<file path="config.mk">
export PLATFORM = sky130hd
export DESIGN_NAME = tpr_datapath
export DESIGN_NICKNAME = d
export VERILOG_FILES = /design/src/hdl/tpr_pkg.sv /design/src/hdl/tpr_datapath.sv
export SDC_FILE = /design/constraint.sdc
export NUM_CORES = 1
export LEC_CHECK = 0
export ABC_AREA = 0
export BUFFER_PORTS_ARGS = -buffer_cell sky130_fd_sc_hd__buf_2
export CORE_ASPECT_RATIO = 0.9
export CORE_MARGIN = 5
export CORE_UTILIZATION = 51
export CTS_BUF_LIST = sky130_fd_sc_hd__clkbuf_8
export DETAILED_ROUTE_END_ITERATION = 10
export MAX_ROUTING_LAYER = met4
export PLACE_DENSITY = 0.9
export SETUP_SLACK_MARGIN = 0.2
export SYNTH_ARGS = -nofsm -noshare
export SYNTH_HDL_FRONTEND = slang
export SYNTH_SLANG_ARGS = --single-unit
</file>
<file path="constraint.sdc">
create_clock -name clk_i -period 4.95 [get_ports clk_i]
set_clock_uncertainty 0.15 [all_clocks]
set_input_delay 1.485 -clock clk_i [delete_from_list [all_inputs] [get_ports clk_i]]
set_output_delay 1.485 -clock clk_i [all_outputs]
set_load 0.1 [all_outputs]
</file>
<file path="src/hdl/tpr_pkg.sv">
// ----------------------------------------------------------------------------
// tpr_pkg
// Shared types and constants of the tile plane renderer: memory geometry,
// register indexes, field widths and the controller/datapath interface.
// ----------------------------------------------------------------------------
package tpr_pkg;

  localparam int ADDR_BITS = 16;

  localparam int COL_W  = 5;
  localparam int ROW_W  = 5;
  localparam int LINE_W = 3;
  localparam int PIX_W  = 24;
  localparam int CFG_IDX_W  = 2;
  localparam int CFG_DATA_W = 8;
  localparam int TDATA_IN_W = 40;

  // Upper bits of a 32-byte aligned tile base
  localparam int BASE_HI_W = 11;

  localparam logic [7:0]  RAM_CODE_START  = 8'hE0;
  localparam logic [15:0] RAM_AREA_OFFSET = 16'h0400;
  localparam logic [4:0]  FIRST_DRAWN_COL = 5'd2;
  localparam logic [4:0]  LAST_DRAWN_COL  = 5'd29;

  localparam logic CMD_WRITE  = 1'b0;
  localparam logic CMD_RENDER = 1'b1;

  localparam logic [1:0] PLANE_W1 = 2'd1;
  localparam logic [1:0] PLANE_W2 = 2'd2;
  localparam logic [1:0] PLANE_W4 = 2'd3;

  typedef enum logic [CFG_IDX_W-1:0] {
    CFG_VRAM_PAGE     = 2'd0,
    CFG_PATTERN_BANK  = 2'd1,
    CFG_FORCE_PATTERN = 2'd2
  } cfg_idx_e;

  typedef enum logic [1:0] {
    ADDR_WRITE      = 2'd0,
    ADDR_MAP        = 2'd1,
    ADDR_PLANE_NEW  = 2'd2,
    ADDR_PLANE_HELD = 2'd3
  } addr_sel_e;

  typedef enum logic [1:0] {
    ACC_HOLD = 2'd0,
    ACC_LOAD = 2'd1,
    ACC_OR   = 2'd2
  } acc_op_e;

  typedef struct packed {
    logic       latch;
    logic       mem_we;
    logic       mem_re;
    addr_sel_e  addr_sel;
    logic [1:0] plane;
    logic       base_load;
    acc_op_e    acc_op;
    logic       out_load;
  } tpr_cmd_t;

  typedef struct packed {
    logic render;
    logic blank;
  } tpr_sts_t;

endpackage

</file>
<file path="src/hdl/tpr_datapath.sv">
// ----------------------------------------------------------------------------
// tpr_datapath
// Configuration registers, address generation, plane accumulation and the
// output data register.
// ----------------------------------------------------------------------------
module tpr_datapath
  import tpr_pkg::*;
(
  input  logic                  clk_i,
  input  logic                  rst_ni,
  input  logic                  cfg_valid_i,
  input  logic [CFG_IDX_W-1:0]  cfg_index_i,
  input  logic [CFG_DATA_W-1:0] cfg_data_i,
  input  logic [TDATA_IN_W-1:0] in_data_i,
  input  logic                  in_user_i,
  input  tpr_cmd_t              cmd_i,
  output tpr_sts_t              sts_o,
  output logic                  mem_we_o,
  output logic                  mem_re_o,
  output logic [ADDR_BITS-1:0]  mem_addr_o,
  output logic [7:0]            mem_wdata_o,
  input  logic [7:0]            mem_rdata_i,
  output logic [PIX_W-1:0]      out_data_o
);

  logic [7:0]           vram_page_q;
  logic                 pattern_bank_q;
  logic                 force_pattern_q;

  logic [15:0]          in_address;
  logic [7:0]           in_byte;
  logic [COL_W-1:0]     in_col;
  logic [ROW_W-1:0]     in_row;
  logic [LINE_W-1:0]    in_line;

  logic [LINE_W-1:0]    line_q;
  logic                 blank_q;
  logic [BASE_HI_W-1:0] base_hi_q;
  logic [PIX_W-1:0]     acc_q, acc_d;
  logic [PIX_W-1:0]     out_q;

  logic [15:0]          map_addr;
  logic [15:0]          ram_base;
  logic [15:0]          tile_base;
  logic [BASE_HI_W-1:0] base_hi;
  logic [15:0]          addr_full;

  function automatic logic [PIX_W-1:0] spread(input logic [7:0] bits, input int unsigned k);
    logic [PIX_W-1:0] r;
    r = '0;
    for (int i = 0; i < 8; i++) begin
      r[3*i+k] = bits[i];
    end
    return r;
  endfunction

  assign in_address = in_data_i[15:0];
  assign in_byte    = in_data_i[23:16];
  assign in_col     = in_data_i[28:24];
  assign in_row     = in_data_i[33:29];
  assign in_line    = in_data_i[36:34];

  assign sts_o.render = (in_user_i == CMD_RENDER);
  assign sts_o.blank  = (in_col < FIRST_DRAWN_COL) || (in_col > LAST_DRAWN_COL);

  always_ff @(posedge clk_i or negedge rst_ni) begin
    if (!rst_ni) begin
      vram_page_q     <= '0;
      pattern_bank_q  <= 1'b0;
      force_pattern_q <= 1'b0;
    end else if (cfg_valid_i) begin
      unique case (cfg_index_i)
        CFG_VRAM_PAGE:     vram_page_q     <= cfg_data_i;
        CFG_PATTERN_BANK:  pattern_bank_q  <= cfg_data_i[0];
        CFG_FORCE_PATTERN: force_pattern_q <= cfg_data_i[0];
        default:           ;
      endcase
    end
  end

  assign map_addr = {vram_page_q, 8'h00} + {6'd0, in_row, in_col};
  assign ram_base = {vram_page_q, 8'h00} + RAM_AREA_OFFSET + {6'd0, mem_rdata_i[4:0], 5'd0};

  // Code arrives from the tile map read in the first plane cycle
  always_comb begin
    if (mem_rdata_i < RAM_CODE_START || force_pattern_q) begin
      tile_base = {2'b00, pattern_bank_q, mem_rdata_i, 5'd0};
    end else begin
      tile_base = ram_base;
    end
  end

  assign base_hi = tile_base[15:5];

  always_comb begin
    unique case (cmd_i.addr_sel)
      ADDR_WRITE:      addr_full = in_address;
      ADDR_MAP:        addr_full = map_addr;
      ADDR_PLANE_NEW:  addr_full = {base_hi, cmd_i.plane, line_q};
      ADDR_PLANE_HELD: addr_full = {base_hi_q, cmd_i.plane, line_q};
      default:         addr_full = in_address;
    endcase
  end

  assign mem_addr_o  = addr_full[ADDR_BITS-1:0];
  assign mem_we_o    = cmd_i.mem_we;
  assign mem_re_o    = cmd_i.mem_re;
  assign mem_wdata_o = in_byte;

  always_comb begin
    unique case (cmd_i.acc_op)
      ACC_HOLD: acc_d = acc_q;
      ACC_LOAD: acc_d = spread(mem_rdata_i, 0);
      ACC_OR:   acc_d = acc_q | spread(mem_rdata_i, 1);
      default:  acc_d = acc_q;
    endcase
  end

  always_ff @(posedge clk_i) begin
    if (cmd_i.latch) begin
      line_q  <= in_line;
      blank_q <= sts_o.blank;
    end
    if (cmd_i.base_load) begin
      base_hi_q <= base_hi;
    end
    acc_q <= acc_d;
    if (cmd_i.out_load) begin
      out_q <= blank_q ? '0 : (acc_q | spread(mem_rdata_i, 2));
    end
  end

  assign out_data_o = out_q;

endmodule

</file>
# Yosys cells after proc, flatten, opt, wreduce, memory -nomap -nowiden
# Index checks and enable logic that the tools add are counted.
# word_totals
reg_bits	73
out_inout_bits	52
inputBits	73
elab_cells	34
# classes
mux	3
bitwise_logic	2
eq_ne	7
reduce_logical	8
addsub	3
magnitude_cmp	3
# op_table
cell	count
16-bit case mux with 4 select lines	1
24-bit case mux with 2 select lines	1
16-bit by 10-bit adder with 16-bit output	2
24-bit by 23-bit OR with 24-bit output	1
24-bit OR	1
16-bit by 11-bit adder with 16-bit output (second input constant)	1
16-bit two-way mux	1
2-bit equality test (second input constant)	4
8-bit < comparator (second input constant)	1
2-bit by 1-bit equality test with 1-bit output (second input constant)	3
2-bit AND reduction	3
5-bit greater-than comparator (second input constant)	1
5-bit by 2-bit < comparator with 1-bit output (second input constant)	1
2-bit logical NOT	2
1-bit logical OR	2
2-bit nonzero test	1

# Longest topological paths before layout
# logic_depth
ltp_word	4
depth_mapped	6

# Worst setup path before layout
# OpenSTA, ideal clock, no wires.
# synth_path
path_kind	input port to output port
startpoint	in cmd_i[6] in the netlist's numbering
endpoint	out mem_addr_o[0]
t_required_ns	3.315
arrival_time_ns	4.301
slack_ns	-0.986
cell_stages	4
path_cell_list	clkbuf_1 buf_2 mux2i_1 o21ai_0
# synth_between
elab_chain_cells	2
# synth_rtl
element	line_no	source
start: declaration	tpr_datapath.sv:16	input tpr_cmd_t cmd_i,
2-bit equality test (tied with other cells)	tpr_datapath.sv:96	unique case (cmd_i.addr_sel)
16-bit case mux with 4 select lines *	tpr_datapath.sv:96	
end: declaration	tpr_datapath.sv:20	output logic [ADDR_BITS-1:0] mem_addr_o,
# Mark *: on every way between the ends. The rest lies on a longest branch, timed or not.

# Worst setup path after layout
# layout_path
startpoint	in mem_rdata_i[3]
endpoint	out mem_addr_o[14]
# layout_between
elab_chain_cells	4
# layout_rtl
element	line_no	source
start: declaration	tpr_datapath.sv:22	input logic [7:0] mem_rdata_i,
parallel branches: the longest is 2 deep, another holds 16-bit by 10-bit adder with 16-bit output	--	
16-bit two-way mux *	tpr_datapath.sv:86	if (mem_rdata_i < RAM_CODE_START || force_pattern_q) begin
net tile_base[14]	tpr_datapath.sv:44	logic [15:0] tile_base;
16-bit case mux with 4 select lines *	tpr_datapath.sv:96	
# Mark *: on every way through the listed nets, which the timed path passes.

==> impl_metrics.csv <==
group,metric,value,unit
worst_setup_path,crit_chain,"buf_8, ha_4, fa_2, o2111ai_2, xor2_1, nor2_1, mux4_2, buf_6",
global_routing,first_global_vias,2146,
die,start_util,52.4,%
final_layout,regArea,1900,um2
placement,port-buffer-count,99,
route,wl_per_cell,16.5,um
worst_setup_path,path_class,"primary input to output pin",
worst_setup_path,r2r_start,"vram_page_q[1]",
worst_setup_path,end_kind,"output pin",
flow_run,max_cap_violations,0,
min_path,hold_depth,1,
global_routing,grt_pass1_wl,10600,um
clock_tree,tritoncts,"done",
timing,setup_violations,0,
synthesis,synth_edf_count,55,
global_routing,antenna_found_initial,0,
worst_setup_path,crit_buf_inv,2,
route,via_per_inst,5.23,
power_and_ir_drop,power.density,396,nW/um2
clock_tree,clkSinkCount,65,
final_layout,area_growth,28.6,%
route,wirelength,6850,um
final_layout,antennaDiodeCount,0,
timing,rsz0062_at_grt,"yes",
timing,slew_headroom,48.5,%
worst_setup_path,startpoint,"mem_rdata_i[3]",
placement,place_area,3820,um2
route,num_vias,2164,
die,die_h,85.4,um
final_layout,layout.nets,403,
worst_setup_path,critPathTopFamily,"adder cells",
timing,final_max_slew_viol_count,0,
global_routing,grt_overflow,0,
synthesis,synthTopCellsByArea,"edfxtp_1, dfrtp_1, nor2b_1",
synthesis,async_flop_share,15.4,%
worst_setup_path,crit_path_max_incr_delay,0.46,ns
clock_tree,cts_hold_buf,0,
timing,post-route-min-period,4.89,ns
synthesis,ys_top_cells_by_count,"edfxtp_1, nor2b_1, o21a_1",
global_routing,grt_max_degree,25,
placement,hpwl,4870,um
power_and_ir_drop,p_leak,1.70,nW
synthesis,synth_most_common_cell,"edfxtp_1",
die,core-area,6150,um2
power_and_ir_drop,ir_worst_vdd,0.237,mV
clock_tree,cts_buffers,9,
synthesis,synth_top_area_share,51.2,%
synthesis,ys_ff_latch,65,
placement,place_ws,-0.0715,ns
worst_setup_path,rr_worst_depth,6,
global_routing,grt_usage,17.9,%
worst_setup_path,reg2reg_slack,2.94,ns
synthesis,syn_avg_cell_area,14.2,um2
final_layout,fin_util,67.4,%
synthesis,yosysSeqAreaShare,59.0,%
route,ant_nets,0,
route,drt_iter0_drc,99,
clock_tree,root_buffer,"clkbuf_8",
synthesis,synth.distinct_cells,42,
placement,gp_congestion,0.791,
timing,fmax,204,MHz
timing,final_hold_viol_count,0,
synthesis,synth_area_leader_cell,"edfxtp_1",
die,die_x,93.8,um
final_layout,num-fill-cells,462,
synthesis,ys_warn_count,0,
worst_setup_path,startpoint_type,"primary input",
clock_tree,cts_max_path_buffers,2,
timing,tightest_slew,0.772,ns
route,dr.pass1.iters,4,
die,die_area,8010,um2
die,placementRows,27,
worst_setup_path,setup.worst_path.end,"mem_addr_o[14]",
synthesis,syn_area,3220,um2
worst_setup_path,critical_path_arrival,3.26,ns
power_and_ir_drop,power,1.64,mW
die,io_pins,125,
min_path,worstHoldPathType,"register to register",
synthesis,synth_cells,227,
worst_setup_path,required,3.31,ns
final_layout,multiInputGateArea,1240,um2
worst_setup_path,cp.depth,8,
timing,fin_crit_sh,98.8,%
clock_tree,clk_latency,0.34,ns
synthesis,syn_nets,308,
outcome,status,"complete, no violations",
timing,setup_ws,0.0579,ns
worst_setup_path,cpMaxStageDelayCell,"mux4_2",
clock_tree,htreeDepth,3,
worst_setup_path,rr_endpoint,"base_hi_q[8]",
final_layout,design_area,4150,um2
final_layout,layout-drive-gt1-share,47.7,%
synthesis,ys.flop_type,"edfxtp_1",
clock_tree,clk_pin_slew,0.06,ns
worst_setup_path,crit_path_max_fanout,3,
route,drc_errors,0,
==> kinds of logic after synthesis <==
| kind of cell | share of synthesized area [%] |
|---|---|
| flops | 59.0 |
| simple gates | 11.4 |
| compound gates | 7.14 |
| buf+inv | 4.74 |
| mux | 11.7 |
| xor+xnor | 2.45 |
| fa+ha+maj | 3.57 |
==> metal layers <==
layer,share of wire [%],global-route usage (%),up-vias
met2,52,29.7,95
met3,7.7,4.61,15
met1,39,20.6,1034
met4,2.1,7.61,0
li1,-,-,1020
met5,0,-,-
==> how the worst min path moves through the flow <==
stage / from / endpoint / slack [ns]
floorplan: pattern_bank_q / pattern_bank_q / 0.32
global placement: force_pattern_q / force_pattern_q / 0.34
detailed placement: pattern_bank_q / pattern_bank_q / 0.35
CTS: pattern_bank_q / pattern_bank_q / 0.36
global route: force_pattern_q / force_pattern_q / 0.39
finish: pattern_bank_q / pattern_bank_q / 0.36
==> area by class of cell <==
class                           count  area share [%]
Sequential cell                    65            45.9
Clock inverter                      7            1.84
Tap cell                           87            2.63
Timing Repair Buffer              106            16.4
Clock buffer                        9            2.99
Inverter                            5           0.453
Multi-Input combinational cell    135            29.8
==> metrics by stage <==
| stage | setup TNS (ns) | hold WS [ns] | cells |
|---|---|---|---|
| finish | 0 | 0.363 | 414 |
| global route | -0.0164 | 0.391 | 414 |
| CTS | 0 | 0.363 | 414 |
| detailed placement | -0.130 | 0.351 | 397 |
| global placement | -0.0313 | 0.338 | 397 |
| floorplan | -0.569 | 0.320 | 227 |
==> repair_timing <==
action	4_1_cts	5_1_grt
setup buffers	1	0
pin swaps	7	9
endpoints found under the setup margin	6	7
resized for setup	24	9
gates cloned	0	0
hold endpoints to repair	0	0
==> placed cells by master (no fill, tap or decap), types with 2 or more instances in the layout <==
cell type and n:
nand3_1 2, ha_4 2, a21oi_1 2, xor2_1 4
o21ai_0 2, o21ai_1 2, nor2_1 3, inv_6 3
nand4_1 2, buf_6 4, nand2_1 8, ha_1 4
o21a_1 12, buf_2 90, nand3b_1 2, nor2b_1 33
clkbuf_8 9, xnor2_1 5, mux2_2 11, o21ai_2 5
buf_4 4, buf_12 7, mux4_2 9, inv_1 5
nand2b_1 2, nor3_1 2, mux2i_1 5, edfxtp_1 55
dfrtp_1 10
==> power by group <==
| group | switching (mW) | internal [mW] | total, mW |
|---|---|---|---|
| registers | 0.0441 | 0.650 | 0.695 |
| logic | 0.335 | 0.162 | 0.497 |
| clock network | 0.216 | 0.237 | 0.453 |
| total | 0.595 | 1.05 | 1.64 |
==> flip-flops by register name, indices dropped and copies added (netlist names) <==
register / flops
out_data_o: 24
vram_page_q: 8
base_hi_q: 11
acc_q: 16
line_q: 3
force_pattern_q: 1
pattern_bank_q: 1
blank_q: 1
(Power assumes the default switching activity.)
