===== src/hdl/tpr_pkg.sv =====
// ----------------------------------------------------------------------------
// tpr_pkg
// Shared types and constants of the tile plane renderer: memory geometry,
// register indexes, field widths and the controller/datapath interface.
// ----------------------------------------------------------------------------
package tpr_pkg;

  localparam int ADDR_BITS = 16;

  localparam int COL_W  = 5;
  localparam int ROW_W  = 5;
  localparam int LINE_W = 3;
  localparam int PIX_W  = 24;
  localparam int CFG_IDX_W  = 2;
  localparam int CFG_DATA_W = 8;
  localparam int TDATA_IN_W = 40;

  // Upper bits of a 32-byte aligned tile base
  localparam int BASE_HI_W = 11;

  localparam logic [7:0]  RAM_CODE_START  = 8'hE0;
  localparam logic [15:0] RAM_AREA_OFFSET = 16'h0400;
  localparam logic [4:0]  FIRST_DRAWN_COL = 5'd2;
  localparam logic [4:0]  LAST_DRAWN_COL  = 5'd29;

  localparam logic CMD_WRITE  = 1'b0;
  localparam logic CMD_RENDER = 1'b1;

  localparam logic [1:0] PLANE_W1 = 2'd1;
  localparam logic [1:0] PLANE_W2 = 2'd2;
  localparam logic [1:0] PLANE_W4 = 2'd3;

  typedef enum logic [CFG_IDX_W-1:0] {
    CFG_VRAM_PAGE     = 2'd0,
    CFG_PATTERN_BANK  = 2'd1,
    CFG_FORCE_PATTERN = 2'd2
  } cfg_idx_e;

  typedef enum logic [1:0] {
    ADDR_WRITE      = 2'd0,
    ADDR_MAP        = 2'd1,
    ADDR_PLANE_NEW  = 2'd2,
    ADDR_PLANE_HELD = 2'd3
  } addr_sel_e;

  typedef enum logic [1:0] {
    ACC_HOLD = 2'd0,
    ACC_LOAD = 2'd1,
    ACC_OR   = 2'd2
  } acc_op_e;

  typedef struct packed {
    logic       latch;
    logic       mem_we;
    logic       mem_re;
    addr_sel_e  addr_sel;
    logic [1:0] plane;
    logic       base_load;
    acc_op_e    acc_op;
    logic       out_load;
  } tpr_cmd_t;

  typedef struct packed {
    logic render;
    logic blank;
  } tpr_sts_t;

endpackage


===== src/hdl/tpr_ctrl.sv =====
// ----------------------------------------------------------------------------
// tpr_ctrl
// Sequencer for the tile code read and the three plane reads, and the
// handshake of both stream channels.
// ----------------------------------------------------------------------------
module tpr_ctrl
  import tpr_pkg::*;
(
  input  logic     clk_i,
  input  logic     rst_ni,
  input  logic     in_valid_i,
  output logic     in_ready_o,
  output logic     out_valid_o,
  input  logic     out_ready_i,
  input  tpr_sts_t sts_i,
  output tpr_cmd_t cmd_o
);

  localparam logic [2:0] ST_IDLE = 3'd0;
  localparam logic [2:0] ST_P1   = 3'd1;
  localparam logic [2:0] ST_P2   = 3'd2;
  localparam logic [2:0] ST_P3   = 3'd3;
  localparam logic [2:0] ST_DONE = 3'd4;

  logic [2:0] state_q, state_d;
  logic       out_valid_q, out_valid_d;
  logic       out_free;
  logic       in_xfer;

  assign out_free   = !out_valid_q || out_ready_i;
  assign in_ready_o = (state_q == ST_IDLE) || ((state_q == ST_DONE) && out_free);
  assign in_xfer    = in_valid_i && in_ready_o;

  always_comb begin
    state_d        = state_q;
    cmd_o          = '0;
    cmd_o.addr_sel = ADDR_WRITE;
    cmd_o.acc_op   = ACC_HOLD;
    cmd_o.plane    = PLANE_W1;

    unique case (state_q)
      ST_IDLE: ;
      ST_P1: begin
        cmd_o.mem_re    = 1'b1;
        cmd_o.addr_sel  = ADDR_PLANE_NEW;
        cmd_o.plane     = PLANE_W1;
        cmd_o.base_load = 1'b1;
        state_d         = ST_P2;
      end
      ST_P2: begin
        cmd_o.mem_re   = 1'b1;
        cmd_o.addr_sel = ADDR_PLANE_HELD;
        cmd_o.plane    = PLANE_W2;
        cmd_o.acc_op   = ACC_LOAD;
        state_d        = ST_P3;
      end
      ST_P3: begin
        cmd_o.mem_re   = 1'b1;
        cmd_o.addr_sel = ADDR_PLANE_HELD;
        cmd_o.plane    = PLANE_W4;
        cmd_o.acc_op   = ACC_OR;
        state_d        = ST_DONE;
      end
      ST_DONE: begin
        if (out_free) begin
          cmd_o.out_load = 1'b1;
          state_d        = ST_IDLE;
        end
      end
      default: state_d = ST_IDLE;
    endcase

    // A new item enters from idle or from a done state that is unloading
    if (in_xfer) begin
      if (!sts_i.render) begin
        cmd_o.mem_we   = 1'b1;
        cmd_o.addr_sel = ADDR_WRITE;
        state_d        = ST_IDLE;
      end else if (sts_i.blank) begin
        cmd_o.latch = 1'b1;
        state_d     = ST_DONE;
      end else begin
        cmd_o.latch    = 1'b1;
        cmd_o.mem_re   = 1'b1;
        cmd_o.addr_sel = ADDR_MAP;
        state_d        = ST_P1;
      end
    end
  end

  always_comb begin
    if (cmd_o.out_load) begin
      out_valid_d = 1'b1;
    end else if (out_ready_i) begin
      out_valid_d = 1'b0;
    end else begin
      out_valid_d = out_valid_q;
    end
  end

  always_ff @(posedge clk_i or negedge rst_ni) begin
    if (!rst_ni) begin
      state_q     <= ST_IDLE;
      out_valid_q <= 1'b0;
    end else begin
      state_q     <= state_d;
      out_valid_q <= out_valid_d;
    end
  end

  assign out_valid_o = out_valid_q;

endmodule


===== config.mk =====
export PLATFORM = sky130hd
export DESIGN_NAME = tpr_ctrl
export DESIGN_NICKNAME = d
export VERILOG_FILES = /design/src/hdl/tpr_pkg.sv /design/src/hdl/tpr_ctrl.sv
export SDC_FILE = /design/constraint.sdc
export NUM_CORES = 1
export LEC_CHECK = 0
export BUFFER_PORTS_ARGS = -buffer_cell sky130_fd_sc_hd__buf_2
export CORE_AREA = 2 2 39 41
export DETAILED_ROUTE_END_ITERATION = 6
export DIE_AREA = 0 0 41 43
export PLACE_DENSITY_LB_ADDON = 0.25
export SLEW_MARGIN = 20
export SYNTH_ARGS = -nofsm -noshare
export SYNTH_HDL_FRONTEND = slang
export SYNTH_SLANG_ARGS = --single-unit

===== constraint.sdc =====
create_clock -name clk_i -period 1.58 [get_ports clk_i]
set_input_delay 0.158 -clock clk_i [delete_from_list [all_inputs] [get_ports clk_i]]
set_output_delay 0.158 -clock clk_i [all_outputs]
set_load 0.01 [all_outputs]

; Yosys cells after proc, flatten, opt, wreduce, memory -nomap -nowiden
; Index checks and enable logic that the tools add are counted.
[totals]
word_cells = 34
out_inout_bits = 13
regBits = 4
[op_classes]
muxes = 18
n_reduce_logical = 8
n_eq_ne = 6
[op_table]
columns = op, n
row1 = $mux 3, 5
row2 = $pmux 3 s5, 1
row3 = $pmux 5 s3, 1
row4 = $mux 1, 8
row5 = $eq 3x2->1 const B, 2
row6 = $mux 5, 1
row7 = $pmux 2 s2, 1
row8 = $eq 3x1->1 const B, 1
row9 = $eq 3x3->1 const B, 1
row10 = $logic_not 3->1, 1
row11 = $ne 3x3->1 const B, 1
row12 = $logic_and 1x1->1, 2
row13 = $logic_or 1x1->1, 2
row14 = $mux 2, 1
row15 = $ne 2x2->1 const B, 1
row16 = $reduce_and 2->1, 1
row17 = $reduce_bool 2->1, 1
row18 = $logic_not 1->1, 1

; Depth between registers and ports, before layout
; Gate-level depths: netlist of the first run.
[logic_depth]
depth_word = 7
mapped_depth = 5

; Least setup slack after synthesis of the first run
; OpenSTA, ideal clock, no wires.
[synth_timing]
kind = reg-to-output
start = reg state_q[0]
end = out cmd_o[6] in the netlist's numbering
path_buffers = 1
path_slack_ps = 349
stages_incl_launch_ff = 5
arrival_ps = 1073
path_cell_list = dfrtp_1 -> buf_2 -> nor2_2 -> nand4b_1 -> a2bb2oi_1
[synth_lines]
columns = item, line
row1 = from (decl), tpr_ctrl.sv:25  ; logic [2:0] state_q, state_d;
row2 = from (signal assigned), tpr_ctrl.sv:106  ; state_q <= state_d;
row3 = to (decl), tpr_ctrl.sv:16  ; output tpr_cmd_t cmd_o

==> summary.txt, run 1 <==
Outcome
  • Outcome: completed

Clock tree
  • # clock sinks: 4
  • CTS tree: yes
  • Clk Tree Root Cell: clkbuf_4
  • CTS Buffer Depth: 2
  • Worst-Skew Late Latency: around 0.23 ns
  • H-tree depth: 1
  • CTS clock-pin slew for the worst setup and hold paths: 0.04 ns
  • CTS Buf Count: 3

Final layout
  • Area Overhead vs Synth: 44.4%
  • Fin nets: 69
  • Core Util, Final: around a third
  • ANT cells: 0
  • Filler Cells Inserted: 156
  • Layout cell share with drive strength beyond 1: 47.5%
  • Finished Cell Area: between 400 and 500 µm²

STA
  • Worst Clk Skew: approximately 0.0018 ns
  • Period utilization: 92.5%
  • Fin crit period: 1.46 ns
  • Slew of the pin with the lowest slew margin: 0.344 ns
  • Setup TNS: 0 ns
  • Hold Violations, Final: 0
  • Rel. slew slack: 77.1%
  • Final hold slack: 0.178 ns
  • FMAX: 684 MHz
  • Unrepaired setup endpoints after global routing: no
  • Setup-failing EPs final: 0
  • Final Max Slew Viols: 0

Yosys
  • Synthesized flop and latch total: 4
  • Unique cell type count in the Yosys netlist: 24
  • Syn. warnings: 0
  • Top cells by count, synth: 4 x dfrtp_1, 4 x nor2_1, 3 x inv_1
  • Post-Syn Nets: 45
  • Synth area leader: dfrtp_1
  • Post-synthesis sequential area ratio: 30.1%
  • Synth async-reset ratio: 100%
  • Synth top area share: a little under a third
  • Mapped Area: 333 µm²
  • Top_reg_cell synth: dfrtp_1
  • Number of synthesized flops with an enable pin: 0
  • Avg Cell Area, Syn: 8.53 µm²
  • Synth area leaders: dfrtp_1 30%, nand3b_4 6.0%, a211o_1 5.3%, nand4b_1 5.3%, nor2_1 4.5%
  • Syn Inst Count: 39

Drt
  • Drt wl/cell: about 10 µm
  • Initial DRT Pass Iterations: 2
  • # DRC: 0
  • Initial DRC Count: 4
  • Via density: about 4.4
  • DR vias: ~340
  • Detail Route Antenna Nets: 0
  • Routed wire length: 780 µm

Worst setup path
  • Max incr delay on CP: 0.49 ns
  • Buf+Inv Stages, Crit Path: 2
  • Worst path cell trace: nor2_4 -> buf_4 -> and3_1 -> buf_2
  • Crit Path Class: reg -> out
  • Worst reg2reg startpoint: state_q[2]$_DFFE_PN0P_
  • Crit-path max FO: 8
  • Worst R2R End: state_q[2]$_DFFE_PN0P_
  • Reg2reg setup slack: 0.32 ns
  • Critical Path Sink Type: output pin
  • Startpoint types: flop
  • Crit path max-delay family: flip-flops
  • Slowest-stage cell, CP: dfrtp_1
  • R2R cell count: 4
  • CP Data Arrival Time: about 1.3 ns
  • Req. time, crit path: 1.42 ns

Global route
  • GRT Resource Usage Total: 10.4%
  • Initial antenna violation count: 0
  • Gr ovfl total: 0
  • Pin count of the biggest net entering global routing: 11
  • Vias in the first global route: between 300 and 400
  • First-pass GRT wire length: around 1300 µm

Die
  • Die ar.: between 0.0015 and 0.002 mm²
  • Die span in x: 41 µm
  • Die Y: ~43 µm
  • Starting density of the core: about a quarter
  • Rows: 14
  • Core area: around 0.0014 mm²
  • Ports: 19

Placed design
  • Dpl cell area: roughly 420 µm²
  • Post-DP HPWL: 621 µm
  • Routability-driven placement congestion ratio: 0.722
  • Buffers added on ports: 18

Pwr
  • Worst vdd ir: ~480 µV
  • Total Power: 0.999 mW
  • Power per cell area: 2080 mW/mm²
  • P_leak: approximately 0.29 nW

Run
  • Max_cap viols: 0

Min path
  • Hold path depth: 2
  • Hold EP: state_q[2]$_DFFE_PN0P_
  • Min-delay worst type: in -> reg
  • Worst hold start: sts_i[0]
[area by class of cell]
| type | instances | area [µm²] | share of cell area, % |
|---|---|---|---|
| repair buffers | 22 | 123 | 25.5 |
| well taps | 16 | 20.0 | 4.17 |
| flip-flops and latches | 4 | 100 | 20.8 |
| multi-input cells | 29 | 204 | 42.4 |
| inverters | 3 | 11.3 | 2.34 |
| clock buffers | 3 | 22.5 | 4.69 |
[logic make-up after synthesis]
family / count (synthesis) / share of synthesized area (%)
DFF: 4 / 30.1
and+or+nand+nor: 21 / 41.7
xor gates and xnor gates: 1 / 2.63
AOI/OAI and AO/OA: 6 / 13.5
buffers and inverters: 7 / 12.0
[where the power goes]
part / internal, mW / switching, mW
logic: 0.311 / 0.298
registers: 0.152 / 0.115
clock network: 0.0846 / 0.0364
[placed cells by master (no fill, tap or decap), drive strengths merged]
cell,count
clkbuf,3
a211o,2
o21ai,2
nand2b,2
xnor2,1
nor2,6
and2,3
dlygate4sd3,1
nor3,1
nor3b,1
nand4b,2
a2bb2oi,1
buf,21
a32oi,1
or3,1
inv,3
dfrtp,4
nand3,1
nand3b,1
and3,2
nand2,2
[worst max path at each step]
stage / from / endpoint / slack, ns / cells after the start
final: state_q[1]$_DFFE_PN0P_ / cmd_o[0] / 0.12 / 4
after global placement: state_q[0]$_DFFE_PN0P_ / cmd_o[6] / 0.24 / 4
after CTS: state_q[0]$_DFFE_PN0P_ / cmd_o[6] / 0.06 / 4
after global routing: state_q[1]$_DFFE_PN0P_ / cmd_o[6] / 0.01 / 4
after floorplan: state_q[0]$_DFFE_PN0P_ / cmd_o[6] / 0.35 / 4
after detailed placement: state_q[0]$_DFFE_PN0P_ / cmd_o[6] / 0.22 / 4
[stage by stage]
step | instances | worst slack [ns]
6_report | 77 | 0.118
5_1_grt | 77 | 0.0139
4_1_cts | 74 | 0.0606
3_5_place_dp | 70 | 0.221
3_3_place_gp | 70 | 0.241
2_1_floorplan | 39 | 0.349
[state kept, by name (all words and copies together), names as in the netlist]
| register | flops |
|---|---|
| state_q | 3 |
| out_valid_o | 1 |
[routing by layer]
layer  vias to the layer above  wire, µm  part of all wire [%]  track usage (%)
li1                        182         -                     -                -
met1                       149       355                    46             14.1
met2                        10       375                    48             15.0
met3                         0        48                   6.2             3.14
met4                         0         0                     0             4.00
met5                         -         0                     0                0
[what timing repair did]
item                                    in CTS  in global routing
resized for setup                            1                  0
endpoints found under the hold margin        4                  0
pin swaps                                    0                  1
setup buffers                                0                  2
cloned                                       0                  1
hold buffers                                 1                  0
endpoints found under the setup margin       2                  2
(Power assumes the default switching activity.)
==> inputs of run 2 (changes only) <==
==> constraint.sdc (replaced) <==
create_clock -name clk_i -period 1.65 [get_ports clk_i]
set_input_delay 0.33 -clock clk_i [delete_from_list [all_inputs] [get_ports clk_i]]
set_output_delay 0.33 -clock clk_i [all_outputs]
set_load 0.01 [all_outputs]
==> run 2 against run 1 <==
Net effect: non-clock buffer count increased by 3; utilization grew 1.3 points; sequential power is 19% lower; via count increased by 2.6%; combinational power grew 7.9%; global-route usage grew 1.0 points; hold slack better by 0.17 ns; largest power group unchanged; critical path type unchanged; cell count grew 2.6%; design area rose by 3.6%.
==> summary.txt, run 2 (synthesis results as in run 1) <==
STA
  • FMAX: 641 MHz
  • Final hold slack: 0.346 ns (was 0.178 ns)
  • Setup-failing EPs final: 0 (unchanged)
  • Period utilization: 94.6%
  • Rel. slew slack: 87.8% (was 77.1%)
  • Fin crit period: between 1.5 and 2 ns
  • Final Max Slew Viols: 0 (unchanged)
  • Worst Clk Skew: 0.00113 ns (was 0.00182 ns)
  • Slew of the pin with the lowest slew margin: 0.183 ns (was 0.344 ns)
  • Hold Violations, Final: 0 (unchanged)
  • Unrepaired setup endpoints after global routing: yes (was no)

Global route
  • Pin count of the biggest net entering global routing: 11 (unchanged)
  • GRT Resource Usage Total: 11.5% (was 10.4%)
  • Vias in the first global route: 344 (was 329)
  • Gr ovfl total: 0 (unchanged)
  • Initial antenna violation count: 0 (unchanged)
  • First-pass GRT wire length: 1370 µm (was 1280 µm)

Final layout
  • ANT cells: 0 (unchanged)
  • Layout cell share with drive strength beyond 1: 50.8% (was 47.5%)
  • Filler Cells Inserted: 145 (was 156)
  • Footprint of the multi-input gates: 198 µm² (was 204 µm²)
  • Most frequent cells in the layout: 18 x buf_2, 6 x buf_4, 4 x nor2_1 (was 18 x buf_2, 4 x nor2_1, 4 x dfrtp_1)
  • Core Util, Final: 36.0% (was 34.7%)
  • Largest Register: state_q (unchanged)
  • Largest register FFs: 3 (unchanged)
  • Finished Cell Area: 498 µm² (was 480 µm²)
  • Fin nets: 71 (was 69)
  • Most common cell after layout, fill and taps aside: buf_2 (unchanged)
  • Sequential cell area: 101 µm² (was 100 µm²)
  • Area Overhead vs Synth: 49.6% (was 44.4%)

Drt
  • # DRC: 0 (unchanged)
  • Via density: 4.43 (about the same)
  • Initial DRT Pass Iterations: 3 (was 2)
  • Initial DRC Count: 4 (unchanged)
  • DR vias: 350 (was 341)
  • Routed wire length: 778 µm (was 780 µm)
  • Detail Route Antenna Nets: 0 (unchanged)
  • Drt wl/cell: 9.85 µm (was 10.1 µm)

Clock tree
  • Clk Tree Root Cell: clkbuf_4 (unchanged)
  • CTS clock-pin slew for the worst setup and hold paths: 0.03 ns (was 0.04 ns)
  • CTS Buffer Depth: 2 (unchanged)
  • CTS tree: yes (unchanged)
  • CTS Buf Count: 3 (unchanged)
  • Worst-Skew Late Latency: 0.23 ns (about the same)
  • # clock sinks: 4 (unchanged)
  • H-tree depth: 1 (unchanged)

Placed design
  • Routability-driven placement congestion ratio: 0.722 (about the same)
  • Buffers added on ports: 18 (unchanged)
  • Dpl cell area: 429 µm² (was 422 µm²)
  • Post-DP HPWL: 601 µm (was 621 µm)

Worst setup path
  • Crit-path max FO: 8 (unchanged)
  • Cell count along the critical path: 4 (unchanged)
  • Setup crit end: cmd_o[2] (was cmd_o[0])
  • Startpoint types: flop (unchanged)
  • Max incr delay on CP: 0.45 ns (was 0.49 ns)
  • Crit Path Class: reg -> out (unchanged)
  • Reg2reg setup slack: 0.42 ns (was 0.32 ns)
  • Slowest-stage cell, CP: dfrtp_2 (was dfrtp_1)
  • Crit path launch: state_q[2]$_DFFE_PN0P_ (was state_q[1]$_DFFE_PN0P_)
  • Worst reg2reg startpoint: state_q[1]$_DFFE_PN0P_ (was state_q[2]$_DFFE_PN0P_)
  • CP Data Arrival Time: 1.23 ns (was 1.30 ns)
  • Worst path cell trace: nand2b_2 -> inv_1 -> and2_4 -> buf_2 (was nor2_4 -> buf_4 -> and3_1 -> buf_2)
  • Crit path max-delay family: flip-flops (unchanged)
  • Buf+Inv Stages, Crit Path: 2 (unchanged)
  • Critical Path Sink Type: output pin (unchanged)
  • Req. time, crit path: 1.32 ns (was 1.42 ns)
  • Worst R2R End: state_q[2]$_DFFE_PN0P_ (unchanged)
  • R2R cell count: 5 (was 4)

Pwr
  • P_leak: 0.297 nW (was 0.285 nW)
  • Worst vdd ir: 607 µV (was 477 µV)
  • Power per cell area: 2000 mW/mm² (was 2080 mW/mm²)

Die
  • Ports: 19 (unchanged)
  • Core area: 0.00138 mm² (unchanged)
  • Starting density of the core: 24.1% (unchanged)
  • Die ar.: 0.00176 mm² (unchanged)
  • Die span in x: 41 µm (unchanged)
  • Rows: 14 (unchanged)
  • Die Y: 43 µm (unchanged)

Outcome
  • Outcome: completed (unchanged)

Min path
  • Min-delay worst type: in -> reg (unchanged)
  • Hold path depth: 2 (unchanged)

Run
  • Max_cap viols: 0 (unchanged)
==> run 2: per-stage QoR <==
stage                     instances  total power, mW  setup slack (ns)  TNS (ns)
after floorplan                  39            0.604             0.247         0
after global placement           71            0.792             0.205         0
after detailed placement         71            0.796             0.199         0
after CTS                        75            0.943            0.0431         0
after global routing             79             1.10          -0.00918   -0.0143
final                            79            0.994            0.0899         0
==> run 2: final cells by class <==
class                      instances  share of cell area, %
clock buffer                       3                   4.52
inverter                           3                   2.26
multi-input combinational         28                   39.7
sequential                         4                   20.4
tap                               16                   4.02
timing repair buffer              25                   29.1
==> run 2: worst min-delay path by stage <==
stage	start	endpoint
2_1_floorplan	rst_ni	out_valid_o$_DFFE_PN0P_
3_3_place_gp	rst_ni	state_q[1]$_DFFE_PN0P_
3_5_place_dp	rst_ni	state_q[2]$_DFFE_PN0P_
4_1_cts	sts_i[0]	state_q[2]$_DFFE_PN0P_
5_1_grt	sts_i[0]	state_q[2]$_DFFE_PN0P_
6_report	sts_i[0]	state_q[2]$_DFFE_PN0P_
==> run 2: what timing repair did <==
action,4_1_cts,5_1_grt
hold buffers,1,0
pin swaps,0,1
setup endpoints to repair,4,4
gates cloned,0,0
endpoints found under the hold margin,4,0
buffers inserted,0,4
gates resized for setup,2,0
==> run 2: layer usage <==
layer | GRT usage [%] | wire length, µm | part of all wire, % | up-vias
met3 | 3.14 | 46 | 5.9 | 0
met4 | 8.00 | 0 | 0 | 0
met5 | 0 | 0 | 0 | -
met2 | 14.1 | 355 | 46 | 10
met1 | 16.5 | 376 | 48 | 156
li1 | - | - | - | 184
==> run 2: power by group <==
group	internal [mW]	total, mW	leakage [nW]	switching [mW]
Sequential	0.149	0.216	0.0500	0.0669
Combinational	0.335	0.658	0.233	0.323
Clock	0.0812	0.119	0.0138	0.0382
==> inputs of run 3 (changes only) <==
Settings changed: HOLD_SLACK_MARGIN set to 0.05.
Clock period 1.65 ns to 1.3 ns, I/O delays scaled along.
==> run 3 against run 2 <==
Net effect: the run now ends with negative setup slack left; setup slack got worse by 0.28 ns; non-clock buffer count increased by 3; first-iteration DRC count increased to 3.0 times the previous value; hold slack got worse by 0.065 ns; global-route usage increased by 0.73 points; clock skew decreased by 0.00080 ns; clock power increased by 30%; utilization increased by 6.2 points; cell count increased by 3.8%; sequential power increased by 26%; die area unchanged; sequential cell count unchanged; critical endpoint is now cmd_o[6]; largest power group unchanged.
==> summary.txt, run 3 (synthesis results as in run 1) <==
STA
  • Final hold slack: 0.281 ns (was 0.346 ns)
  • Unrepaired setup endpoints after global routing: yes (unchanged)
  • FMAX: 671 MHz
  • Period utilization: 115%
  • Setup ws final: -0.190 ns (was 0.0899 ns)
  • Worst Clk Skew: 0.000327 ns (was 0.00113 ns)
  • Hold Violations, Final: 0 (unchanged)
  • Slew of the pin with the lowest slew margin: 0.176 ns (was 0.183 ns)
  • Setup-failing EPs final: 12 (was 0)
  • Final Max Slew Viols: 0 (unchanged)
  • Rel. slew slack: 88.3% (was 87.8%)
  • Setup TNS: -1.64 ns (was 0 ns)
  • Fin crit period: 1.49 ns

Pwr
  • Net Sw Power: 0.640 mW (was 0.428 mW)
  • Clock power frac: 10.0% (was 12.0%)
  • Net Sw Frac: 41.3% (was 43.1%)
  • P_leak: 0.321 nW (was 0.297 nW)
  • Sequential power share: 17.6% (was 21.7%)
  • Combinational group share of total power: 72.4% (was 66.2%)
  • Internal Pwr Total: 0.909 mW (was 0.565 mW)
  • Power per cell area: 2650 mW/mm² (was 2000 mW/mm²)
  • Worst vdd ir: 1040 µV (was 607 µV)

Drt
  • Drt wl/cell: 11.1 µm (was 9.85 µm)
  • # DRC: 0 (unchanged)
  • DR vias: 391 (was 350)
  • Routed wire length: 912 µm (was 778 µm)
  • Initial DRT Pass Iterations: 4 (was 3)
  • Initial DRC Count: 12 (was 4)
  • Detail Route Antenna Nets: 0 (unchanged)
  • Via density: 4.77 (was 4.43)

Die
  • Ports: 19 (unchanged)
  • Core area: 0.00138 mm² (unchanged)
  • Die ar.: 0.00176 mm² (unchanged)
  • Die span in x: 41 µm (unchanged)
  • Starting density of the core: 24.1% (unchanged)
  • Rows: 14 (unchanged)
  • Die Y: 43 µm (unchanged)

Final layout
  • Largest Register: state_q (unchanged)
  • Most frequent cells in the layout: 15 x buf_2, 7 x buf_6, 5 x buf_4 (was 18 x buf_2, 6 x buf_4, 4 x nor2_1)
  • ANT cells: 0 (unchanged)
  • Most common cell after layout, fill and taps aside: buf_2 (unchanged)
  • Filler Cells Inserted: 148 (was 145)
  • Layout cell share with drive strength beyond 1: 62.1% (was 50.8%)
  • Core Util, Final: 42.2% (was 36.0%)
  • Area Overhead vs Synth: 75.6% (was 49.6%)
  • Fin nets: 74 (was 71)
  • Footprint of the multi-input gates: 226 µm² (was 198 µm²)
  • Sequential cell area: 103 µm² (was 101 µm²)
  • Largest register FFs: 3 (unchanged)

Clock tree
  • CTS clock-pin slew for the worst setup and hold paths: 0.04 ns (was 0.03 ns)
  • CTS Buf Count: 3 (unchanged)
  • CTS Buffer Depth: 2 (unchanged)
  • Worst-Skew Late Latency: 0.23 ns (about the same)
  • CTS tree: yes (unchanged)
  • H-tree depth: 1 (unchanged)
  • Clk Tree Root Cell: clkbuf_4 (unchanged)
  • # clock sinks: 4 (unchanged)

Global route
  • Initial antenna violation count: 0 (unchanged)
  • Vias in the first global route: 352 (was 344)
  • Gr ovfl total: 0 (unchanged)
  • GRT Resource Usage Total: 12.2% (was 11.5%)
  • Pin count of the biggest net entering global routing: 9 (was 11)
  • First-pass GRT wire length: 1440 µm (was 1370 µm)

Outcome
  • Outcome: finished with violations (was completed)
  • Failing checks: negative setup slack

Min path
  • Min-delay worst type: in -> reg (unchanged)

Run
  • Max_cap viols: 0 (unchanged)

Placed design
  • Buffers added on ports: 18 (unchanged)
  • Routability-driven placement congestion ratio: 0.680 (was 0.722)
  • Post-DP HPWL: 606 µm (was 601 µm)

Worst setup path
  • Startpoint types: flop (unchanged)
  • Crit Path Class: reg -> out (unchanged)
  • Critical Path Sink Type: output pin (unchanged)
  • Crit-path max FO: 6 (was 8)
  • CP Data Arrival Time: 1.23 ns (about the same)
  • Req. time, crit path: 1.04 ns (was 1.32 ns)
-- run 3: critical path, cell delays in order (launching register included) --
cell and delay, ns:
dfrtp_1 0.40, nor2_4 0.18, nand3_1 0.13, a2bb2oi_2 0.15, buf_2 0.13
-- run 3: stage by stage --
step / power, mW / cell area [µm²] / std cells / setup slack, ns
2_1_floorplan: 0.784 / 338 / 39 / 0.0414
3_3_place_gp: 1.04 / 442 / 72 / 0.0387
3_5_place_dp: 1.05 / 442 / 72 / 0.0239
4_1_cts: 1.39 / 532 / 80 / -0.179
5_1_grt: 1.68 / 584 / 82 / -0.254
6_report: 1.55 / 584 / 82 / -0.190
-- run 3: routing by layer --
layer / GRT usage, % / wire length [µm] / up-vias
met5: 0 / 0 / -
met4: 6.00 / 0 / 0
met3: 4.71 / 59 / 0
met2: 18.8 / 497 / 19
met1: 14.0 / 356 / 185
li1: - / - / 187
-- run 3: area by class of cell --
type,count,area share [%]
clock buffer,3,3.85
timing repair buffer,28,34.5
sequential,4,17.6
multi-input combinational,28,38.8
tap,16,3.43
inverter,3,1.93
-- run 3: final timing paths --
path / from / endpoint / slack (ns) / cells after the start
hold reg to reg: out_valid_o$_DFFE_PN0P_ / out_valid_o$_DFFE_PN0P_ / 0.58 / 2
hold / removal: sts_i[0] / state_q[2]$_DFFE_PN0P_ / 0.28 / 2
max in group asynchronous: rst_ni / state_q[1]$_DFFE_PN0P_ / 0.81 / 2
setup reg to reg: state_q[0]$_DFFE_PN0P_ / state_q[0]$_DFFE_PN0P_ / -0.05 / 4
min in group asynchronous: rst_ni / state_q[0]$_DFFE_PN0P_ / 0.36 / 2
setup / recovery: state_q[0]$_DFFE_PN0P_ / cmd_o[6] / -0.19 / 4
-- run 3: power groups by stage --
stage	logic, mW	registers [mW]	clock network, mW
CTS	0.957	0.275	0.161
global route	1.23	0.282	0.167
detailed placement	0.775	0.272	0
global placement	0.771	0.271	0
finish	1.12	0.272	0.155
floorplan	0.563	0.221	0
-- run 3: repair_timing --
action	CTS	global route
gates cloned	0	0
hold endpoints to repair	4	0
setup buffers	4	3
gates resized for setup	8	10
pin swaps	2	3
setup endpoints to repair	12	13
hold buffers	1	0
